File: config.mk
export PLATFORM = sky130hd
export DESIGN_NAME = indexed_stack_vector
export DESIGN_NICKNAME = d
export VERILOG_FILES = /design/src/hw/rtl/isv_pkg.sv /design/src/hw/rtl/isv_ram.sv /design/src/hw/rtl/isv_ctrl.sv /design/src/hw/rtl/isv_dp.sv /design/src/hw/rtl/indexed_stack_vector.sv
export SDC_FILE = /design/constraint.sdc
export NUM_CORES = 2
export LEC_CHECK = 0
export BUFFER_PORTS_ARGS = -buffer_cell sky130_fd_sc_hd__buf_2
export CAP_MARGIN = 25
export CORE_UTILIZATION = 31
export DETAILED_ROUTE_END_ITERATION = 10
export GPL_ROUTABILITY_DRIVEN = 0
export SLEW_MARGIN = 20
export SYNTH_ARGS = -nofsm -noshare
export SYNTH_HDL_FRONTEND = slang
export SYNTH_SLANG_ARGS = --single-unit
File: constraint.sdc
create_clock -name clk_i -period 5.1 [get_ports clk_i]
set_input_delay 0.255 -clock clk_i [delete_from_list [all_inputs] [get_ports clk_i]]
set_output_delay 0.255 -clock clk_i [all_outputs]
set_load 0.05 [all_outputs]
File: src/hw/rtl/isv_pkg.sv
// isv_pkg: shared types for the indexed stack vector
// request codes, status codes, controller states and control structs
// no dependencies
package isv_pkg;

  typedef enum logic [2:0] {
    REQ_PUSH   = 3'd0,
    REQ_POP    = 3'd1,
    REQ_REMOVE = 3'd2,
    REQ_GET    = 3'd3,
    REQ_SET    = 3'd4,
    REQ_CLEAR  = 3'd5
  } req_e;

  typedef enum logic [1:0] {
    ST_OK    = 2'd0,
    ST_RANGE = 2'd1,
    ST_EMPTY = 2'd2,
    ST_FULL  = 2'd3
  } status_e;

  typedef enum logic [2:0] {
    S_IDLE     = 3'd0,
    S_EXEC     = 3'd1,
    S_GET_WAIT = 3'd2,
    S_SH_RD    = 3'd3,
    S_SH_WR    = 3'd4
  } state_e;

  // controller to datapath
  typedef struct packed {
    logic latch;     // capture request word
    logic rd_shift;  // read address from shift pointer
    logic ptr_load;  // shift pointer <= index + 1
    logic ptr_inc;   // shift pointer advances
    logic wr_shift;  // write read data one slot down
    logic commit;    // apply update and publish result
  } ctrl_cmd_t;

  // datapath to controller
  typedef struct packed {
    req_e req;
    logic ok;          // decoded status is ok
    logic shift_more;  // remove has elements above the index
    logic last;        // shift pointer is on the top element
  } dp_stat_t;

endpackage

File: src/hw/rtl/isv_ram.sv
// isv_ram: generic single write port RAM with registered read
// no dependencies
module isv_ram #(
  parameter int WIDTH = 32,
  parameter int DEPTH = 64
) (
  input  logic                     clk_i,
  input  logic                     we_i,
  input  logic [$clog2(DEPTH)-1:0] waddr_i,
  input  logic [WIDTH-1:0]         wdata_i,
  input  logic [$clog2(DEPTH)-1:0] raddr_i,
  output logic [WIDTH-1:0]         rdata_o
);

  logic [WIDTH-1:0] mem_q [DEPTH];
  logic [WIDTH-1:0] rdata_q;

  always_ff @(posedge clk_i) begin
    if (we_i) begin
      mem_q[waddr_i] <= wdata_i;
    end
    rdata_q <= mem_q[raddr_i];
  end

  assign rdata_o = rdata_q;

endmodule

File: src/hw/rtl/isv_ctrl.sv
// isv_ctrl: sequencing state machine of the indexed stack vector
// depends on isv_pkg
module isv_ctrl
  import isv_pkg::*;
(
  input  logic      clk_i,
  input  logic      rst_ni,
  input  logic      start,
  output logic      busy,
  input  dp_stat_t  stat_i,
  output ctrl_cmd_t cmd_o
);

  state_e state_q, state_d;

  always_ff @(posedge clk_i or negedge rst_ni) begin
    if (!rst_ni) begin
      state_q <= S_IDLE;
    end else begin
      state_q <= state_d;
    end
  end

  // next state
  always_comb begin
    state_d = state_q;
    case (state_q)
      S_IDLE: begin
        if (start) state_d = S_EXEC;
      end
      S_EXEC: begin
        if (stat_i.req == REQ_GET && stat_i.ok) begin
          state_d = S_GET_WAIT;
        end else if (stat_i.req == REQ_REMOVE && stat_i.ok && stat_i.shift_more) begin
          state_d = S_SH_RD;
        end else begin
          state_d = S_IDLE;
        end
      end
      S_GET_WAIT: state_d = S_IDLE;
      S_SH_RD:    state_d = S_SH_WR;
      S_SH_WR: begin
        state_d = stat_i.last ? S_IDLE : S_SH_RD;
      end
      default: state_d = S_IDLE;
    endcase
  end

  // outputs
  always_comb begin
    cmd_o = '0;
    case (state_q)
      S_IDLE: begin
        cmd_o.latch = start;
      end
      S_EXEC: begin
        if (stat_i.req == REQ_GET && stat_i.ok) begin
          cmd_o.commit = 1'b0;
        end else if (stat_i.req == REQ_REMOVE && stat_i.ok && stat_i.shift_more) begin
          cmd_o.ptr_load = 1'b1;
        end else begin
          cmd_o.commit = 1'b1;
        end
      end
      S_GET_WAIT: cmd_o.commit = 1'b1;
      S_SH_RD:    cmd_o.rd_shift = 1'b1;
      S_SH_WR: begin
        cmd_o.wr_shift = 1'b1;
        cmd_o.ptr_inc  = 1'b1;
        cmd_o.commit   = stat_i.last;
      end
      default: cmd_o = '0;
    endcase
  end

  assign busy = (state_q != S_IDLE);

  a_start_enters_exec: assert property (@(posedge clk_i) disable iff (!rst_ni)
    (state_q == S_IDLE && start) |=> (state_q == S_EXEC))
    else $error("accepted request did not reach execute");

  a_shift_alternates: assert property (@(posedge clk_i) disable iff (!rst_ni)
    (state_q == S_SH_RD) |=> (state_q == S_SH_WR))
    else $error("shift read not followed by shift write");

endmodule

File: src/hw/rtl/isv_dp.sv
// isv_dp: datapath of the indexed stack vector
// request registers, element count, shift pointer, result registers, element RAM
// depends on isv_pkg and isv_ram
module isv_dp
  import isv_pkg::*;
#(
  parameter int CAPACITY   = 64,
  parameter int DATA_WIDTH = 32
) (
  input  logic        clk_i,
  input  logic        rst_ni,
  input  logic [2:0]  req_type_i,
  input  logic [5:0]  elem_index_i,
  input  logic [31:0] elem_value_i,
  input  ctrl_cmd_t   cmd_i,
  output dp_stat_t    stat_o,
  output logic        done_o,
  output logic [31:0] read_value_o,
  output logic [1:0]  status_o,
  output logic [6:0]  count_after_o
);

  localparam int AW = $clog2(CAPACITY);
  localparam int CW = $clog2(CAPACITY + 1);

  req_e                  req_q;
  logic [5:0]            idx_q;
  logic [DATA_WIDTH-1:0] val_q;
  logic [CW-1:0]         count_q, count_d;
  logic [AW-1:0]         ptr_q;
  logic                  done_q;
  logic [31:0]           rv_q, rv_d;
  status_e               st_q, st;
  logic [6:0]            cnt_out_q;

  logic                  idx_ge;
  logic [63:0]           val_ext, rdata_ext;
  logic [DATA_WIDTH-1:0] rdata;
  logic                  we;
  logic [AW-1:0]         waddr, raddr;
  logic [DATA_WIDTH-1:0] wdata;
  logic [31:0]           cnt_ext;

  assign val_ext = 64'(elem_value_i);

  // request capture and shift pointer, no reset needed
  always_ff @(posedge clk_i) begin
    if (cmd_i.latch) begin
      req_q <= req_e'(req_type_i);
      idx_q <= elem_index_i;
      val_q <= val_ext[DATA_WIDTH-1:0];
    end
    if (cmd_i.ptr_load) begin
      ptr_q <= AW'(32'(idx_q) + 32'd1);
    end else if (cmd_i.ptr_inc) begin
      ptr_q <= ptr_q + AW'(1);
    end
  end

  // status decode
  assign idx_ge = (32'(idx_q) >= 32'(count_q));

  always_comb begin
    st = ST_OK;
    case (req_q)
      REQ_PUSH:   if (32'(count_q) >= 32'(CAPACITY)) st = ST_FULL;
      REQ_POP:    if (count_q == '0) st = ST_EMPTY;
      REQ_REMOVE: begin
        if (count_q == '0) begin
          st = ST_EMPTY;
        end else if (idx_ge) begin
          st = ST_RANGE;
        end
      end
      REQ_GET:    if (idx_ge) st = ST_RANGE;
      REQ_SET:    if (idx_ge) st = ST_RANGE;
      default:    st = ST_OK;
    endcase
  end

  assign stat_o.req        = req_q;
  assign stat_o.ok         = (st == ST_OK);
  assign stat_o.shift_more = ((32'(idx_q) + 32'd1) < 32'(count_q));
  assign stat_o.last       = ((32'(ptr_q) + 32'd1) >= 32'(count_q));

  // memory ports
  assign raddr = cmd_i.rd_shift ? ptr_q : AW'(32'(idx_q));

  always_comb begin
    we    = 1'b0;
    waddr = AW'(32'(idx_q));
    wdata = val_q;
    if (cmd_i.wr_shift) begin
      we    = 1'b1;
      waddr = ptr_q - AW'(1);
      wdata = rdata;
    end else if (cmd_i.commit && st == ST_OK) begin
      if (req_q == REQ_PUSH) begin
        we    = 1'b1;
        waddr = AW'(32'(count_q));
      end else if (req_q == REQ_SET) begin
        we    = 1'b1;
      end
    end
  end

  isv_ram #(
    .WIDTH (DATA_WIDTH),
    .DEPTH (CAPACITY)
  ) u_ram (
    .clk_i   (clk_i),
    .we_i    (we),
    .waddr_i (waddr),
    .wdata_i (wdata),
    .raddr_i (raddr),
    .rdata_o (rdata)
  );

  assign rdata_ext = 64'(rdata);

  // count update and result word
  always_comb begin
    count_d = count_q;
    rv_d    = '0;
    if (st == ST_OK) begin
      case (req_q)
        REQ_PUSH:   count_d = count_q + CW'(1);
        REQ_POP:    count_d = count_q - CW'(1);
        REQ_REMOVE: count_d = count_q - CW'(1);
        REQ_GET:    rv_d    = rdata_ext[31:0];
        REQ_CLEAR:  count_d = '0;
        default:    count_d = count_q;
      endcase
    end
  end

  assign cnt_ext = 32'(count_d);

  always_ff @(posedge clk_i or negedge rst_ni) begin
    if (!rst_ni) begin
      count_q <= '0;
      done_q  <= 1'b0;
    end else begin
      done_q <= cmd_i.commit;
      if (cmd_i.commit) begin
        count_q <= count_d;
      end
    end
  end

  always_ff @(posedge clk_i) begin
    if (cmd_i.commit) begin
      rv_q      <= rv_d;
      st_q      <= st;
      cnt_out_q <= cnt_ext[6:0];
    end
  end

  assign done_o        = done_q;
  assign read_value_o  = rv_q;
  assign status_o      = st_q;
  assign count_after_o = cnt_out_q;

  a_count_bounded: assert property (@(posedge clk_i) disable iff (!rst_ni)
    32'(count_q) <= 32'(CAPACITY))
    else $error("element count above capacity");

  a_single_strobe: assert property (@(posedge clk_i) disable iff (!rst_ni)
    done_q |=> !done_q)
    else $error("result strobe held two cycles");

  a_full_at_capacity: assert property (@(posedge clk_i) disable iff (!rst_ni)
    (cmd_i.commit && st == ST_FULL) |-> (32'(count_q) == 32'(CAPACITY)))
    else $error("full status below capacity");

endmodule

File: src/hw/rtl/indexed_stack_vector.sv
// indexed_stack_vector: top level of a bounded vector store
// depends on isv_pkg, isv_ctrl, isv_dp (which holds isv_ram)
//
//  channel   | handshake              | payload
//  ----------+------------------------+--------------------------------------------
//  request   | start in, busy out     | req_type_i, elem_index_i, elem_value_i
//  result    | done_o strobe, 1 cycle | read_value_o, status_o, count_after_o
//
// an accepted word is decoded in the next cycle; push, pop, set, clear,
// unused codes, a remove of the top element and rejected requests strobe
// their result in the cycle after that; get first waits in S_GET_WAIT for
// the registered RAM read; remove at index k with n elements alternates S_SH_RD
// and S_SH_WR, one RAM read and one write per moved element above k
// reset clears the element count and the controller; RAM contents stay
// undefined and need no clearing pass since reads stay below the count
// results cannot be held off; the next word is taken while one is shown
module indexed_stack_vector
  import isv_pkg::*;
#(
  parameter int CAPACITY   = 64,
  parameter int DATA_WIDTH = 32
) (
  input  logic        clk_i,
  input  logic        rst_ni,
  // request side
  input  logic        start,
  output logic        busy,
  input  logic [2:0]  req_type_i,
  input  logic [5:0]  elem_index_i,
  input  logic [31:0] elem_value_i,
  // result side
  output logic        done_o,
  output logic [31:0] read_value_o,
  output logic [1:0]  status_o,
  output logic [6:0]  count_after_o
);

  // command and status between sequencer and datapath
  ctrl_cmd_t cmd;
  dp_stat_t  stat;

  // sequencer: decode, get wait, remove shift loop
  isv_ctrl u_ctrl (
    .clk_i  (clk_i),
    .rst_ni (rst_ni),
    .start  (start),
    .busy   (busy),
    .stat_i (stat),
    .cmd_o  (cmd)
  );

  // datapath: request regs, count, shift pointer, element RAM, result regs
  isv_dp #(
    .CAPACITY   (CAPACITY),
    .DATA_WIDTH (DATA_WIDTH)
  ) u_dp (
    .clk_i         (clk_i),
    .rst_ni        (rst_ni),
    .req_type_i    (req_type_i),
    .elem_index_i  (elem_index_i),
    .elem_value_i  (elem_value_i),
    .cmd_i         (cmd),
    .stat_o        (stat),
    .done_o        (done_o),
    .read_value_o  (read_value_o),
    .status_o      (status_o),
    .count_after_o (count_after_o)
  );

endmodule

[Word-level counts from Yosys, hierarchy flattened]
Memory sizes are Yosys's and may differ from the RTL's. A register that Yosys moved wholly into a read port is not among the register bits.
Cells that the tools add are included.
Storage, ports and cells
  flip-flop bits (word level): 99
  latch bits: 0
  memory bits (writable): 2048
  bits in read-only memories: 0
  input port bits: 44
  output and inout port bits: 43
  logic and storage cells: 78
  memories kept: 1
Memories
  u_dp.u_ram.mem_q: words 64, width 32, read ports 1, clocked after Yosys merged registers in 1, write ports 1, RTL line isv_ram.sv:15  | logic [WIDTH-1:0] mem_q [DEPTH];
Operators by class
  add/subtract/negate cells: 6
  multipliers: 0
  div/mod/pow operators: 0
  order comparisons: 4
  equality and inequality tests: 10
  shift-type cells: 0
  multiplexer cells: 34
  bitwise operators: 0
  reductions and logical operators: 13
Operator list (count)
  $mux W6: 6
  $ge A32 B7 Y1: 1
  $lt A32 B7 Y1: 1
  $mux W32: 1
  $pmux W7 S3: 1
  $add A6 B1 Y7 const B: 2
  $mux W1: 14
  $eq A3 B2 Y1 const B: 4
  $mux W2: 6
  $pmux W3 S4: 1
  $eq A3 B3 Y1 const B: 3
  $pmux W2 S4: 1
  $add A7 B1 Y7 const B: 1
  $ge A6 B7 Y1: 1
  $ge A7 B7 Y1 const B: 1
  $logic_not A7 Y1: 1
  $mux W7: 1
  $sub A7 B1 Y7 const B: 1
  $add A6 B1 Y6 const B: 1
  $eq A3 B1 Y1 const B: 2
  $logic_not A3 Y1: 2
  $mux W3: 2
  $sub A6 B1 Y6 const B: 1
  $logic_and A1 B1 Y1: 4
  other kinds (7): 8

[Longest topological paths before layout]
  depth in word-level cells: 15
  depth in mapped cells: 14
  mapped depth without buffers: 11

[Modules after synthesis]
From an unflattened synthesis, not the netlist that was laid out.
Unflattened totals
  cell total of the unflattened synthesis: 3725
  area total of the unflattened synthesis: 83815.4 um^2
Modules (own cells, without submodules)
  isv_ram: instances 1, cells an instance 3324, area each 78515.3 um^2, seq. area each 62139.6 um^2
  isv_dp: instances 1, cells an instance 370, area each 5051.1 um^2, seq. area each 2842.7 um^2
  isv_ctrl: instances 1, cells an instance 31, area each 249.0 um^2, seq. area each 75.1 um^2

[Worst setup path before layout]
OpenSTA, ideal clock, no wires.
  kind: register to register
  start point: register u_dp.idx_q[2]
  end point: memory u_dp.u_ram.mem_q[5][0] (enable)
  setup time: 421 ps
  data arrival time: 4810 ps
  required time: 4679 ps
  setup slack: -131 ps
  cell stages (with the launch flop): 15
  path buffers: 3
  clock period less this slack: 5231 ps
  path through: edfxtp_1 -> clkbuf_1 -> nand2_1 -> or2_2 -> xnor2_1 -> ha_1 -> a21oi_1 -> o21ai_0 -> or4_1 -> buf_2 -> a41o_1 -> a31o_1 -> or4_1 -> buf_2 -> nor2_1
On the way
  longest elaborated chain between the ends: 15
  elaborated cells between the ends (all ways): 21
  those cells by class: add/sub: 1; order compare: 2; mux: 13; reduce/logical: 5
Ends and longest elaborated chain
  start, declared: RTL line isv_dp.sv:27  | logic [5:0] idx_q;
  start signal, assigned: RTL line isv_dp.sv:50  | idx_q <= elem_index_i;
  parallel branches: the longest is 15 deep, another holds $lt A32 B7 Y1
  end, declared: RTL line isv_ram.sv:15
Parallel ways; which one is timed is not known.

[Final worst setup path]
  start point: register u_ctrl.state_q[2]
  end point: register u_dp.u_ram.rdata_q[13], in the netlist u_dp.u_ram.rdata_o[13], read port of u_dp.u_ram.mem_q
On the way
  longest elaborated chain between the ends: 3
Ends and longest elaborated chain
  start, declared: RTL line isv_ctrl.sv:14  | state_e state_q, state_d;
  start signal, assigned: RTL line isv_ctrl.sv:20  | state_q <= state_d;
  $eq A3 B2 Y1: RTL line isv_ctrl.sv:52  | case (state_q)
  $mux W1: RTL line isv_ctrl.sv:52
  $mux W6: RTL line isv_dp.sv:87  | assign raddr = cmd_i.rd_shift ? ptr_q : AW'(32'(idx_q));
  end, declared: RTL line isv_ram.sv:16  | logic [WIDTH-1:0] rdata_q;
Every way passes these cells.
A chain may end at the register's enable or synchronous reset.

==> metrics.txt <==
count of cell types in the netlist ~60; Crit path max-delay family simple AND/OR/NAND/NOR gates; Avg WL per Cell 25.6 um; count of pins over their slew limit 0; Final Critical Period approximately 4500 ps; Final Hold Viols 0; Hold Crit Depth 2; Syn Nets ~4,700; reg2reg end u_dp.u_ram.rdata_o[13]$_DFF_P_; worst hold start elem_value_i[28]; grt total ovfl 0; Startpoint Class register; layout cell share with drive strength beyond 1 0.157; core area 268,000 um2; multi-input logic area around 18,000 um2; top cell type's share of synthesized area 0.765; Detail Placement HPWL 143,000 um; power density over the cells between 400 and 500 nW/um2; Max Root-Sink Buffers 3; final hold slack between 80 and 90 ps; # IOs 87; Worst-path clk slew approximately 60 ps; Clock Latency Late Sink 900 ps; Reg area 65,100 um2; Layout area overhead 18.6%; final setup vio count 0; WP data arrival between 5000 and 6000 ps; DR iter-0 viols ~4,600; Setup Skew ~110 ps; nets between 5,000 and 6,000; Setup Crit Path Kind register to register; first-pass GRT wire length around 320,000 um; Pre-antenna DRT Iters 5; Synth top cells by count 2,136 x edfxtp_1, 1,027 x mux2i_1, 514 x o22ai_1; worst rel slew slack 0.294; Crit path required time between 5000 and 6000 ps; crit-path max FO 22; CP peak stage delay ~850 ps; via/cell ratio about 5.1; I/O Buffers between 80 and 90; largest area contributor in the synthesized netlist edfxtp_1; clock tree root buffer cell clkbuf_16; Worst Setup End Kind register; crit-path cells and3b_1, mux2i_4, buf_12, buf_12, buf_4, mux2i_1, o22ai_1, nor4_1, buf_4, o2111ai_1; RSZ-0062 raised after global routing no; async set-reset flop share out of synthesis 0.00505; die area between 200,000 and 300,000 um2; # fillers ~24,000; initial antenna violation count 8; Reg-to-Reg Start u_ctrl.state_q[2]$_DFFE_PN0P_; synthesized flop and latch total 2,179; Resized cells post-CTS 0; Post-Synthesis Cell Area approximately 84,000 um2; peak supply drop roughly 340 uV; Worst-Margin Slew 1050 ps; fin cells between 8,000 and 9,000; Seq/Total Area, Yosys 0.776; worst hold endpoint u_dp.val_q[28]$_DFFE_PP_; status finished clean; initial core utilization 0.312; CTS tree yes; syn_area_per_cell 18.0 um2; Total Power roughly 42 mW; count leader, synth edfxtp_1; # hold bufs at CTS 44; number of flops mapped to enable cells by yosys roughly 2,100; slowest CP cell and3b_1; Synth Instances between 4,000 and 5,000; Yosys Warn Count 0; via count approximately 45,000; setup bufs post-CTS 0; Fmax approximately 220 MHz; top_reg_cell synth edfxtp_1; Pleak 33.7 nW; DRC viols 0; H-tree levels 4; CTS sink cnt roughly 2,200; Placed Instances 8,328; total CTS buffers 218; number of routed nets with antenna violations 0; Tot GR Track Use 0.161; Layout Utilization 0.370; Rows 190; Bufs and invs on worst path 4; FF-to-FF path depth 10; ranking of synthesized cells by area edfxtp_1 77%, mux2i_1 12%, o22ai_1 3.8%; max_cap viols 0; fin crit share 0.881; final WL around 220,000 um; Die Y-Extent about 520 um; Chip Width 522 um; vias in the first global route approximately 44,000; reg-to-reg slack, setup ~600 ps; Hold Path Class input pin to register; largest net degree at the start of global routing 65
## logic make-up (layout without fill, tap and decap cells)
kind of cell	after synthesis	count (layout)	share of synthesized area
flip-flops	2179	2179	0.776
other	0	2	0
multiplexers	1035	1035	0.124
AO/OA/AOI/OAI	738	738	0.0593
adder cells (fa/ha/maj)	29	29	0.00442
XOR/XNOR	17	17	0.00178
buffers and inverters	292	860	0.0136
AND/OR/NAND/NOR	368	368	0.0210
## layout make-up
class                   instances  share of cell area
flip-flops and latches       2179               0.654
multi-input cells            2187               0.185
clock buffers                 282              0.0576
well taps                    3552              0.0447
repair buffers                437              0.0443
clock inverters               123              0.0130
inverters                      18            0.000679
diodes                          2           0.0000503
## through the flow
| step | setup slack, ps | TNS, ps | instance area [um2] |
|---|---|---|---|
| 2_1_floorplan | -131 | -92320 | 83800 |
| 3_3_place_gp | 403 | 0 | 91900 |
| 3_5_place_dp | 563 | 0 | 91900 |
| 4_1_cts | 581 | 0 | 99400 |
| 5_1_grt | 452 | 0 | 99400 |
| 6_report | 608 | 0 | 99400 |
## worst max path at each step
stage,from,end,slack (ps),cells past startpoint
floorplan,u_dp.idx_q[2]$_DFFE_PP_,u_dp.u_ram.mem_q[7][0]$_DFFE_PP_,-130,14
global placement,u_ctrl.state_q[2]$_DFFE_PN0P_,u_dp.u_ram.rdata_o[29]$_DFF_P_,400,9
detailed placement,u_ctrl.state_q[2]$_DFFE_PN0P_,u_dp.u_ram.rdata_o[13]$_DFF_P_,560,10
CTS,u_ctrl.state_q[2]$_DFFE_PN0P_,u_dp.u_ram.rdata_o[13]$_DFF_P_,580,10
global route,u_ctrl.state_q[2]$_DFFE_PN0P_,u_dp.u_ram.rdata_o[17]$_DFF_P_,450,10
finish,u_ctrl.state_q[2]$_DFFE_PN0P_,u_dp.u_ram.rdata_o[13]$_DFF_P_,610,10
## per-layer routing
metal  wire, um  part of all wire  global-route usage  vias to the layer above
li1           -                 -                   -                    19700
met1      96000              0.43               0.220                    23100
met2     109000              0.48               0.268                     1465
met3      14500             0.065              0.0257                      291
met4       5250             0.023              0.0409                        4
met5         27           0.00012                   0                        -
## power breakdown
group	total [mW]	leakage [nW]	internal, mW	switching (mW)
logic	5.87	10.7	1.78	4.09
registers	20.8	19.7	20.5	0.264
clock network	15.5	3.36	8.65	6.88
## flip-flops by register name, summed over array words and instances (netlist names)
| signal | cells |
|---|---|
| u_ctrl.state_q | 3 |
| u_dp.read_value_o | 32 |
| u_dp.u_ram.mem_q | 2048 |
| u_dp.ptr_q | 6 |
| u_dp.val_q | 32 |
| u_dp.idx_q | 6 |
| u_dp.status_o | 2 |
| u_dp.done_o | 1 |
| u_dp.req_q | 3 |
| u_dp.count_after_o | 7 |
| u_dp.u_ram.rdata_o | 32 |
| u_dp.count_q | 7 |
## layout by cell type (no fill, tap or decap), types with 33 or more instances in the layout
master / n
o22ai_1: 514
mux2i_1: 1026
o41ai_1: 93
buf_12: 97
buf_2: 86
clkbuf_1: 61
edfxtp_1: 2136
buf_4: 209
clkinv_1: 46
nor4_1: 35
dlygate4sd3_1: 44
nor2_4: 65
and2_1: 33
nand2_1: 86
clkbuf_16: 218
Note: power is estimated with default switching activity, not from simulation.
